`src/hw/rtl/fpt_pkg.sv`:
```
// Shared types and constants for the Fermat all-bases primality tester.
// Used by fpt_ctrl, fpt_dp and fermat_primality_test_all_bases; no dependencies.
package fpt_pkg;

  localparam int CAND_W           = 16;  // candidate field width
  localparam int WIT_W            = 16;  // witness field width
  localparam int VERD_W           = 2;   // verdict field width
  localparam int NUMBER_WIDTH_DEF = 16;  // default internal number width

  typedef enum logic [VERD_W-1:0] {
    VERDICT_PRIME     = 2'd0,
    VERDICT_COMPOSITE = 2'd1,
    VERDICT_NONE      = 2'd2
  } verdict_t;

  typedef enum logic [3:0] {
    ST_IDLE,
    ST_CHECK,
    ST_EXP_INIT,
    ST_SQ_START,
    ST_SQ_RUN,
    ST_SQ_END,
    ST_MB_START,
    ST_MB_RUN,
    ST_MB_END,
    ST_BIT_END,
    ST_CMP,
    ST_FINISH
  } state_t;

  // controller -> datapath
  typedef struct packed {
    logic     load;          // capture candidate, base = n-1
    logic     exp_init;      // acc = 1, exponent bit index = top
    logic     mul_start;     // load multiplier operands
    logic     mul_sel_base;  // second operand: base (1) or acc (0)
    logic     mul_step;      // one double-and-add reduction step
    logic     mul_commit;    // acc = product
    logic     ebit_next;     // move to next lower exponent bit
    logic     base_dec;      // next base
    logic     res_write;     // load result register
    verdict_t verdict;
  } cmd_t;

  // datapath -> controller
  typedef struct packed {
    logic n_small;     // n below 2
    logic n_even_big;  // n even and above 2
    logic mul_last;    // last multiplier step in progress
    logic ebit_set;    // current exponent bit is one
    logic ebit_last;   // current exponent bit is bit 0
    logic match;       // base^n mod n equals base
    logic base_one;    // base is 1
  } sts_t;

endpackage

```
`src/hw/rtl/fpt_ctrl.sv`:
```
// Sequencing state machine of the Fermat tester: walks bases, exponent bits
// and multiplier steps. Depends on fpt_pkg; drives fpt_dp through cmd_t.
module fpt_ctrl (
  input  logic          clk,
  input  logic          rst_n,
  input  logic          in_tvalid,
  output logic          in_tready,
  output logic          out_tvalid,
  input  logic          out_tready,
  input  fpt_pkg::sts_t sts,
  output fpt_pkg::cmd_t cmd
);

  fpt_pkg::state_t   state_r, state_nxt;
  fpt_pkg::verdict_t verdict_r, verdict_nxt;
  logic              out_valid_r, out_valid_nxt;
  logic              slot_free;

  assign slot_free  = !out_valid_r || out_tready;
  assign out_tvalid = out_valid_r;

  always_ff @(posedge clk) begin
    if (!rst_n) begin
      state_r     <= fpt_pkg::ST_IDLE;
      out_valid_r <= 1'b0;
    end else begin
      state_r     <= state_nxt;
      out_valid_r <= out_valid_nxt;
    end
  end

  always_ff @(posedge clk) begin
    verdict_r <= verdict_nxt;
  end

  // next state
  always_comb begin
    state_nxt = state_r;
    case (state_r)
      fpt_pkg::ST_IDLE: begin
        if (in_tvalid) state_nxt = fpt_pkg::ST_CHECK;
      end
      fpt_pkg::ST_CHECK: begin
        if (sts.n_small || sts.n_even_big) state_nxt = fpt_pkg::ST_FINISH;
        else                               state_nxt = fpt_pkg::ST_EXP_INIT;
      end
      fpt_pkg::ST_EXP_INIT: state_nxt = fpt_pkg::ST_SQ_START;
      fpt_pkg::ST_SQ_START: state_nxt = fpt_pkg::ST_SQ_RUN;
      fpt_pkg::ST_SQ_RUN: begin
        if (sts.mul_last) state_nxt = fpt_pkg::ST_SQ_END;
      end
      fpt_pkg::ST_SQ_END: begin
        if (sts.ebit_set) state_nxt = fpt_pkg::ST_MB_START;
        else              state_nxt = fpt_pkg::ST_BIT_END;
      end
      fpt_pkg::ST_MB_START: state_nxt = fpt_pkg::ST_MB_RUN;
      fpt_pkg::ST_MB_RUN: begin
        if (sts.mul_last) state_nxt = fpt_pkg::ST_MB_END;
      end
      fpt_pkg::ST_MB_END: state_nxt = fpt_pkg::ST_BIT_END;
      fpt_pkg::ST_BIT_END: begin
        if (sts.ebit_last) state_nxt = fpt_pkg::ST_CMP;
        else               state_nxt = fpt_pkg::ST_SQ_START;
      end
      fpt_pkg::ST_CMP: begin
        if (!sts.match || sts.base_one) state_nxt = fpt_pkg::ST_FINISH;
        else                            state_nxt = fpt_pkg::ST_EXP_INIT;
      end
      fpt_pkg::ST_FINISH: begin
        if (slot_free) state_nxt = fpt_pkg::ST_IDLE;
      end
      default: state_nxt = fpt_pkg::ST_IDLE;
    endcase
  end

  // outputs
  always_comb begin
    cmd           = '0;
    cmd.verdict   = verdict_r;
    in_tready     = 1'b0;
    verdict_nxt   = verdict_r;
    out_valid_nxt = out_tready ? 1'b0 : out_valid_r;
    case (state_r)
      fpt_pkg::ST_IDLE: begin
        in_tready = 1'b1;
        cmd.load  = in_tvalid;
      end
      fpt_pkg::ST_CHECK: begin
        // even n above 2: base n-1 gives (-1)^n = 1, never n-1
        if (sts.n_small)         verdict_nxt = fpt_pkg::VERDICT_NONE;
        else if (sts.n_even_big) verdict_nxt = fpt_pkg::VERDICT_COMPOSITE;
        else                     verdict_nxt = fpt_pkg::VERDICT_PRIME;
      end
      fpt_pkg::ST_EXP_INIT: cmd.exp_init = 1'b1;
      fpt_pkg::ST_SQ_START: cmd.mul_start = 1'b1;
      fpt_pkg::ST_SQ_RUN:   cmd.mul_step = 1'b1;
      fpt_pkg::ST_SQ_END:   cmd.mul_commit = 1'b1;
      fpt_pkg::ST_MB_START: begin
        cmd.mul_start    = 1'b1;
        cmd.mul_sel_base = 1'b1;
      end
      fpt_pkg::ST_MB_RUN:   cmd.mul_step = 1'b1;
      fpt_pkg::ST_MB_END:   cmd.mul_commit = 1'b1;
      fpt_pkg::ST_BIT_END:  cmd.ebit_next = !sts.ebit_last;
      fpt_pkg::ST_CMP: begin
        if (!sts.match)        verdict_nxt = fpt_pkg::VERDICT_COMPOSITE;
        else if (!sts.base_one) cmd.base_dec = 1'b1;
      end
      fpt_pkg::ST_FINISH: begin
        if (slot_free) begin
          cmd.res_write = 1'b1;
          out_valid_nxt = 1'b1;
        end
      end
      default: ;
    endcase
  end

endmodule

```
`src/hw/rtl/fpt_dp.sv`:
```
// Datapath of the Fermat tester: candidate, base, power accumulator, a
// bit-serial modular multiplier and the result register. Depends on fpt_pkg.
module fpt_dp #(
  parameter int NUMBER_WIDTH = fpt_pkg::NUMBER_WIDTH_DEF
) (
  input  logic                       clk,
  input  logic [fpt_pkg::CAND_W-1:0] candidate,
  input  fpt_pkg::cmd_t              cmd,
  output fpt_pkg::sts_t              sts,
  output logic [fpt_pkg::VERD_W-1:0] verdict,
  output logic [fpt_pkg::WIT_W-1:0]  witness
);

  localparam int W  = NUMBER_WIDTH;
  localparam int EW = (W > 1) ? $clog2(W) : 1;

  logic [W-1:0]  n_r, base_r, acc_r;
  logic [W-1:0]  mul_a_r, mul_b_r, prod_r;
  logic [EW-1:0] mcnt_r, eidx_r;
  logic [fpt_pkg::VERD_W-1:0] verdict_r;
  logic [fpt_pkg::WIT_W-1:0]  witness_r;

  logic [fpt_pkg::CAND_W+W-1:0] cand_ext;
  logic [fpt_pkg::WIT_W+W-1:0]  base_ext;
  logic [W-1:0]   n_in;
  logic [W+1:0]   s, s_n, s_2n, n_x1, n_x2;
  logic [W-1:0]   red;

  assign cand_ext = {{W{1'b0}}, candidate};
  assign n_in     = cand_ext[W-1:0];
  assign base_ext = {{fpt_pkg::WIT_W{1'b0}}, base_r};

  // one interleaved step: prod = (2*prod + a_bit*b) mod n, sum below 3n
  assign n_x1 = {2'b00, n_r};
  assign n_x2 = {1'b0, n_r, 1'b0};
  assign s    = {1'b0, prod_r, 1'b0} + (mul_a_r[W-1] ? {2'b00, mul_b_r} : '0);
  assign s_n  = s - n_x1;
  assign s_2n = s - n_x2;

  always_comb begin
    if (s >= n_x2)      red = s_2n[W-1:0];
    else if (s >= n_x1) red = s_n[W-1:0];
    else                red = s[W-1:0];
  end

  always_ff @(posedge clk) begin
    if (cmd.load) begin
      n_r    <= n_in;
      base_r <= n_in - W'(1);
    end else if (cmd.base_dec) begin
      base_r <= base_r - W'(1);
    end

    if (cmd.exp_init) begin
      acc_r  <= W'(1);
      eidx_r <= EW'(W - 1);
    end else begin
      if (cmd.mul_commit) acc_r <= prod_r;
      if (cmd.ebit_next)  eidx_r <= eidx_r - EW'(1);
    end

    if (cmd.mul_start) begin
      mul_a_r <= acc_r;
      mul_b_r <= cmd.mul_sel_base ? base_r : acc_r;
      prod_r  <= '0;
      mcnt_r  <= EW'(W - 1);
    end else if (cmd.mul_step) begin
      mul_a_r <= mul_a_r << 1;
      prod_r  <= red;
      mcnt_r  <= mcnt_r - EW'(1);
    end

    if (cmd.res_write) begin
      verdict_r <= cmd.verdict;
      witness_r <= (cmd.verdict == fpt_pkg::VERDICT_COMPOSITE)
                   ? base_ext[fpt_pkg::WIT_W-1:0] : '0;
    end
  end

  always_comb begin
    sts.n_small    = (n_r >> 1) == '0;
    sts.n_even_big = !n_r[0] && (n_r > W'(2));
    sts.mul_last   = mcnt_r == '0;
    sts.ebit_set   = n_r[eidx_r];
    sts.ebit_last  = eidx_r == '0;
    sts.match      = acc_r == base_r;
    sts.base_one   = base_r == W'(1);
  end

  assign verdict = verdict_r;
  assign witness = witness_r;

endmodule

```
`src/hw/rtl/fermat_primality_test_all_bases.sv`:
```
// Fermat all-bases primality tester, top level: stream ports, controller and
// datapath. Depends on fpt_pkg, fpt_ctrl and fpt_dp.
//
// Takes one candidate n per item and returns one result per item: verdict
// 0 probably prime, 1 probably composite (witness = first failing base,
// counting down from n-1), 2 no verdict for n below 2. Items are handled one
// at a time. The cost is set by a bit-serial modular multiplier that retires
// one multiplier bit per cycle: with W = NUMBER_WIDTH each base tried takes
// one square per exponent bit, over all W bits of n, plus a multiply by the
// base for each set bit of n. Even n above 2 and n below 2 skip the test:
// the check state passes them straight to the finish state, which writes
// the result once the output register is free and returns to idle, where
// the next item can be taken. A finished result sits in an output register,
// and the next item is taken while it waits.
module fermat_primality_test_all_bases #(
  parameter int NUMBER_WIDTH = fpt_pkg::NUMBER_WIDTH_DEF
) (
  input  logic                       clk,
  input  logic                       rst_n,
  input  logic                       in_tvalid,
  output logic                       in_tready,
  input  logic [fpt_pkg::CAND_W-1:0] in_tdata,   // [15:0] candidate
  output logic                       out_tvalid,
  input  logic                       out_tready,
  output logic [fpt_pkg::WIT_W-1:0]  out_tdata,  // [15:0] witness
  output logic [fpt_pkg::VERD_W-1:0] out_tuser   // [1:0] verdict
);

  fpt_pkg::cmd_t cmd;
  fpt_pkg::sts_t sts;

  fpt_ctrl u_ctrl (
    .clk        (clk),
    .rst_n      (rst_n),
    .in_tvalid  (in_tvalid),
    .in_tready  (in_tready),
    .out_tvalid (out_tvalid),
    .out_tready (out_tready),
    .sts        (sts),
    .cmd        (cmd)
  );

  fpt_dp #(
    .NUMBER_WIDTH (NUMBER_WIDTH)
  ) u_dp (
    .clk       (clk),
    .candidate (in_tdata),
    .cmd       (cmd),
    .sts       (sts),
    .verdict   (out_tuser),
    .witness   (out_tdata)
  );

  // only composite results carry a witness
  a_witness_zero: assert property (@(posedge clk) disable iff (!rst_n)
    out_tvalid && (out_tuser != fpt_pkg::VERDICT_COMPOSITE) |-> out_tdata == '0)
    else $error("witness set on a non-composite result");

  // a failing base is never 0
  a_witness_set: assert property (@(posedge clk) disable iff (!rst_n)
    out_tvalid && (out_tuser == fpt_pkg::VERDICT_COMPOSITE) |-> out_tdata != '0)
    else $error("composite result without witness");

  // an accepted item yields no result while its candidate is being checked
  a_no_instant: assert property (@(posedge clk) disable iff (!rst_n)
    in_tvalid && in_tready && !out_tvalid |=> !out_tvalid)
    else $error("result appeared in the cycle after accept");

endmodule
```
`config.mk`:
```
export PLATFORM = sky130hd
export DESIGN_NAME = fermat_primality_test_all_bases
export DESIGN_NICKNAME = d
export VERILOG_FILES = /design/src/hw/rtl/fpt_pkg.sv /design/src/hw/rtl/fpt_ctrl.sv /design/src/hw/rtl/fpt_dp.sv /design/src/hw/rtl/fermat_primality_test_all_bases.sv
export SDC_FILE = /design/constraint.sdc
export NUM_CORES = 1
export LEC_CHECK = 0
export ABC_AREA = 1
export BUFFER_PORTS_ARGS = -buffer_cell sky130_fd_sc_hd__buf_2
export CAP_MARGIN = 20
export CELL_PAD_IN_SITES_DETAIL_PLACEMENT = 1
export CELL_PAD_IN_SITES_GLOBAL_PLACEMENT = 1
export CORE_MARGIN = 4
export CORE_UTILIZATION = 38
export CTS_BUF_LIST = sky130_fd_sc_hd__clkbuf_4
export DETAILED_ROUTE_END_ITERATION = 8
export GPL_TIMING_DRIVEN = 1
export HOLD_SLACK_MARGIN = 0.03
export PLACE_DENSITY_LB_ADDON = 0.15
export SYNTH_ARGS = -nofsm -noshare
export SYNTH_HDL_FRONTEND = slang
export SYNTH_SLANG_ARGS = --single-unit
```
`constraint.sdc`:
```
create_clock -name clk -period 6.6 [get_ports clk]
set_input_delay 0.66 -clock clk [delete_from_list [all_inputs] [get_ports clk]]
set_output_delay 0.66 -clock clk [all_outputs]
set_load 0.005 [all_outputs]
```
==> results.json <==
{
  "fin_tns_setup_ns": 0,
  "cp-start-kind": "register",
  "hold_path_startpoint": "in_tdata[1]",
  "slowest_stage": "edfxtp_1",
  "die_area_mm2": 0.0258,
  "antenna_found_initial": 0,
  "synth_warnings": 0,
  "core_area_mm2": 0.0228,
  "power.density_mw_per_mm2": 560,
  "finalWorstSetupSlack_ns": 2.07,
  "met1Wirelength_um": 13600,
  "ys_ff_latch": 129,
  "synth_edf_count": 84,
  "dp_slack_ns": 2.13,
  "post_synth_main_area_contributors": "edfxtp_1 (28%), nand2_1 (12%), dfxtp_1 (10%)",
  "drc": 0,
  "fin_cells": 1555,
  "timing.critical_path.buf_inv": 7,
  "initial_utilization_pct": 38.9,
  "synth_most_common_cell": "nand2_1",
  "yosysTopAreaCellShare_pct": 28.4,
  "dr.first_iter.drc_count": 382,
  "worst_pin_slew_ns": 0.926,
  "post_cts_resized": 0,
  "routed_wl_um": 28300,
  "cp-startpoint": "u_dp.mul_a_r[15]$_DFFE_PP_",
  "cts_buffers": 17,
  "wl_per_cell_um": 18.2,
  "port_buffers": 39,
  "fp.dieW_um": 161,
  "p_leak_nw": 4.61,
  "synth_xor_area_share_pct": 5.83,
  "timing.rr.start": "u_dp.mul_a_r[15]$_DFFE_PP_",
  "hold_viol_final": 0,
  "cp_top_family": "simple AND/OR/NAND/NOR gates",
  "setup_viol": 0,
  "skew_ns": 0.0282,
  "synth_compound_area_share_pct": 14.4,
  "chipHeight_um": 161,
  "cts_tree": "yes",
  "cts_setup_buffers": 0,
  "rrSetupSlack_ns": 2.07,
  "hold_class": "input pin to register",
  "rows": 55,
  "synthSimpleGateAreaFrac_pct": 24.1,
  "synth_top_family_by_area": "simple AND/OR/NAND/NOR gates",
  "crit_type": "register to register",
  "slowest_delay_ns": 0.66,
  "max_cap_violations": 0,
  "io_pins": 40,
  "synth_area_leader_cell": "edfxtp_1",
  "synthArstFlopShare_pct": 0,
  "syn2layout_area_growth_pct": 9.03,
  "muxShareOfSynthArea_pct": 0.113,
  "path_clk_slew_ns": 0.14,
  "period_share_pct": 68.6,
  "crit_fanout": 24,
  "grtUsageTotal_pct": 22.0,
  "yosys-top-cells-count": "nand2_1 (292), inv_1 (177), nor2_1 (112)",
  "overflow": 0,
  "cp_data_arrival_time_ns": 4.99,
  "postCtsHoldBufs": 0,
  "viasPerCell": 5.10,
  "routed-wl-met3_um": 880,
  "drt_pass1_iterations": 5,
  "top_layer": "met4",
  "fin_crit_ns": 4.53,
  "placedCellCount": 1521,
  "cts.path.max_buffers": 2,
  "num_vias": 7928,
  "h-tree-depth": 4,
  "nets": 1303,
  "slew_headroom_pct": 38.2,
  "grt_pass1_wl_um": 45100,
  "fill_cells": 2922,
  "critPathRequiredTime_ns": 7.06,
  "synth-adder-area-share_pct": 8.01,
  "synth.cell_area_mm2": 0.00887,
  "globalplace.congestion": 0.936,
  "synthesis.nets": 1263,
  "status": "completed",
  "ys.flop_type": "edfxtp_1",
  "cts_root_buffer": "clkbuf_4",
  "ant_nets": 0,
  "ir_drop_mv": 0.221,
  "max_freq_ghz": 0.221,
  "syn_inst": 1188,
  "place_hpwl_um": 23000,
  "cp-end-kind": "register",
  "met2WireLength_um": 13400,
  "worstSkewPairLatency_ns": 0.54,
  "synth_area_per_cell_um2": 7.47,
  "grt_max_degree": 37,
  "yosysSeqAreaShare_pct": 38.6,
  "slew_violations": 0,
  "first_global_vias": 8251,
  "clock_sinks": 129,
  "synth_cell_type_count": 44,
  "layout-drive-gt1-share_pct": 8.22,
  "rsz0062_at_grt": "no"
}
-- worst paths after layout --
check / cells past startpoint / end
setup / recovery: 27 / u_dp.prod_r[0]$_SDFFE_PP0P_
hold / removal: 1 / u_dp.n_r[1]$_DFFE_PP_
setup reg to reg: 27 / u_dp.prod_r[0]$_SDFFE_PP0P_
hold reg to reg: 0 / u_dp.verdict[1]$_DFFE_PP_
-- stage by stage --
| step | hold slack, ns | utilization (%) | cell area (um^2) | total power, W |
|---|---|---|---|---|
| after floorplan | 0.426 | - | 8870 | 0.00387 |
| after global placement | 0.452 | 41.2 | 9380 | 0.00483 |
| after detailed placement | 0.437 | 41.2 | 9380 | 0.00487 |
| after CTS | 0.271 | 42.4 | 9650 | 0.00544 |
| after global routing | 0.263 | 42.4 | 9670 | 0.00593 |
| final | 0.325 | 42.4 | 9670 | 0.00541 |
-- cell type report --
cell class / count / area, um^2 / share of cell area, %
Multi-Input combinational cell: 855 / 4650 / 48.1
Clock inverter: 13 / 131 / 1.36
Tap cell: 313 / 392 / 4.05
Clock buffer: 19 / 143 / 1.48
Inverter: 180 / 676 / 6.99
Sequential cell: 129 / 3420 / 35.4
Antenna cell: 1 / 2.50 / 0.0259
Timing Repair Buffer: 45 / 248 / 2.56
-- state kept, by name, summed over array words and instances (netlist names) --
signal / cells
u_dp.prod_r: 16
u_dp.witness: 16
u_dp.eidx_r: 4
u_dp.acc_r: 16
u_dp.mul_b_r: 16
u_dp.n_r: 16
u_ctrl.verdict_r: 2
u_ctrl.out_tvalid: 1
u_ctrl.state_r: 4
u_dp.verdict: 2
u_dp.mcnt_r: 4
u_dp.base_r: 16
u_dp.mul_a_r: 16
-- kinds of logic (layout without fill, tap and decap cells) --
kind of cell	after synthesis	after routing
other cells	0	1
simple gates	512	512
xor+xnor	59	59
flops	129	129
compound gates	228	228
mux	1	1
fa+ha+maj	55	55
buf+inv	204	257
-- per-layer routing --
layer | GRT usage (%) | vias up
li1 | - | 3981
met1 | 30.2 | 3803
met2 | 37.2 | 121
met3 | 3.23 | 23
met4 | 4.58 | 0
met5 | 0 | -
-- where the power goes --
group	internal [W]	leakage, nW	switching (W)	total, W
clock network	0.000202	0.134	0.000341	0.000543
registers	0.00116	1.15	0.000217	0.00137
logic	0.00115	3.32	0.00234	0.00349
total	0.00251	4.61	0.00290	0.00541
-- cell usage in the layout, fill, tap and decap left out, drive strengths merged, types with 13 or more instances in the layout --
| cell type | Yosys | final |
|---|---|---|
| edfxtp | 84 | 84 |
| nand2 | 297 | 297 |
| nand3 | 62 | 62 |
| xor2 | 38 | 38 |
| inv | 180 | 183 |
| dfxtp | 45 | 45 |
| nor2 | 116 | 116 |
| xnor2 | 21 | 21 |
| a21oi | 100 | 100 |
| o211ai | 13 | 13 |
| buf | 8 | 45 |
| o21ai | 88 | 88 |
| clkbuf | 16 | 19 |
| ha | 52 | 52 |
Note: power is estimated with default switching activity, not from simulation.
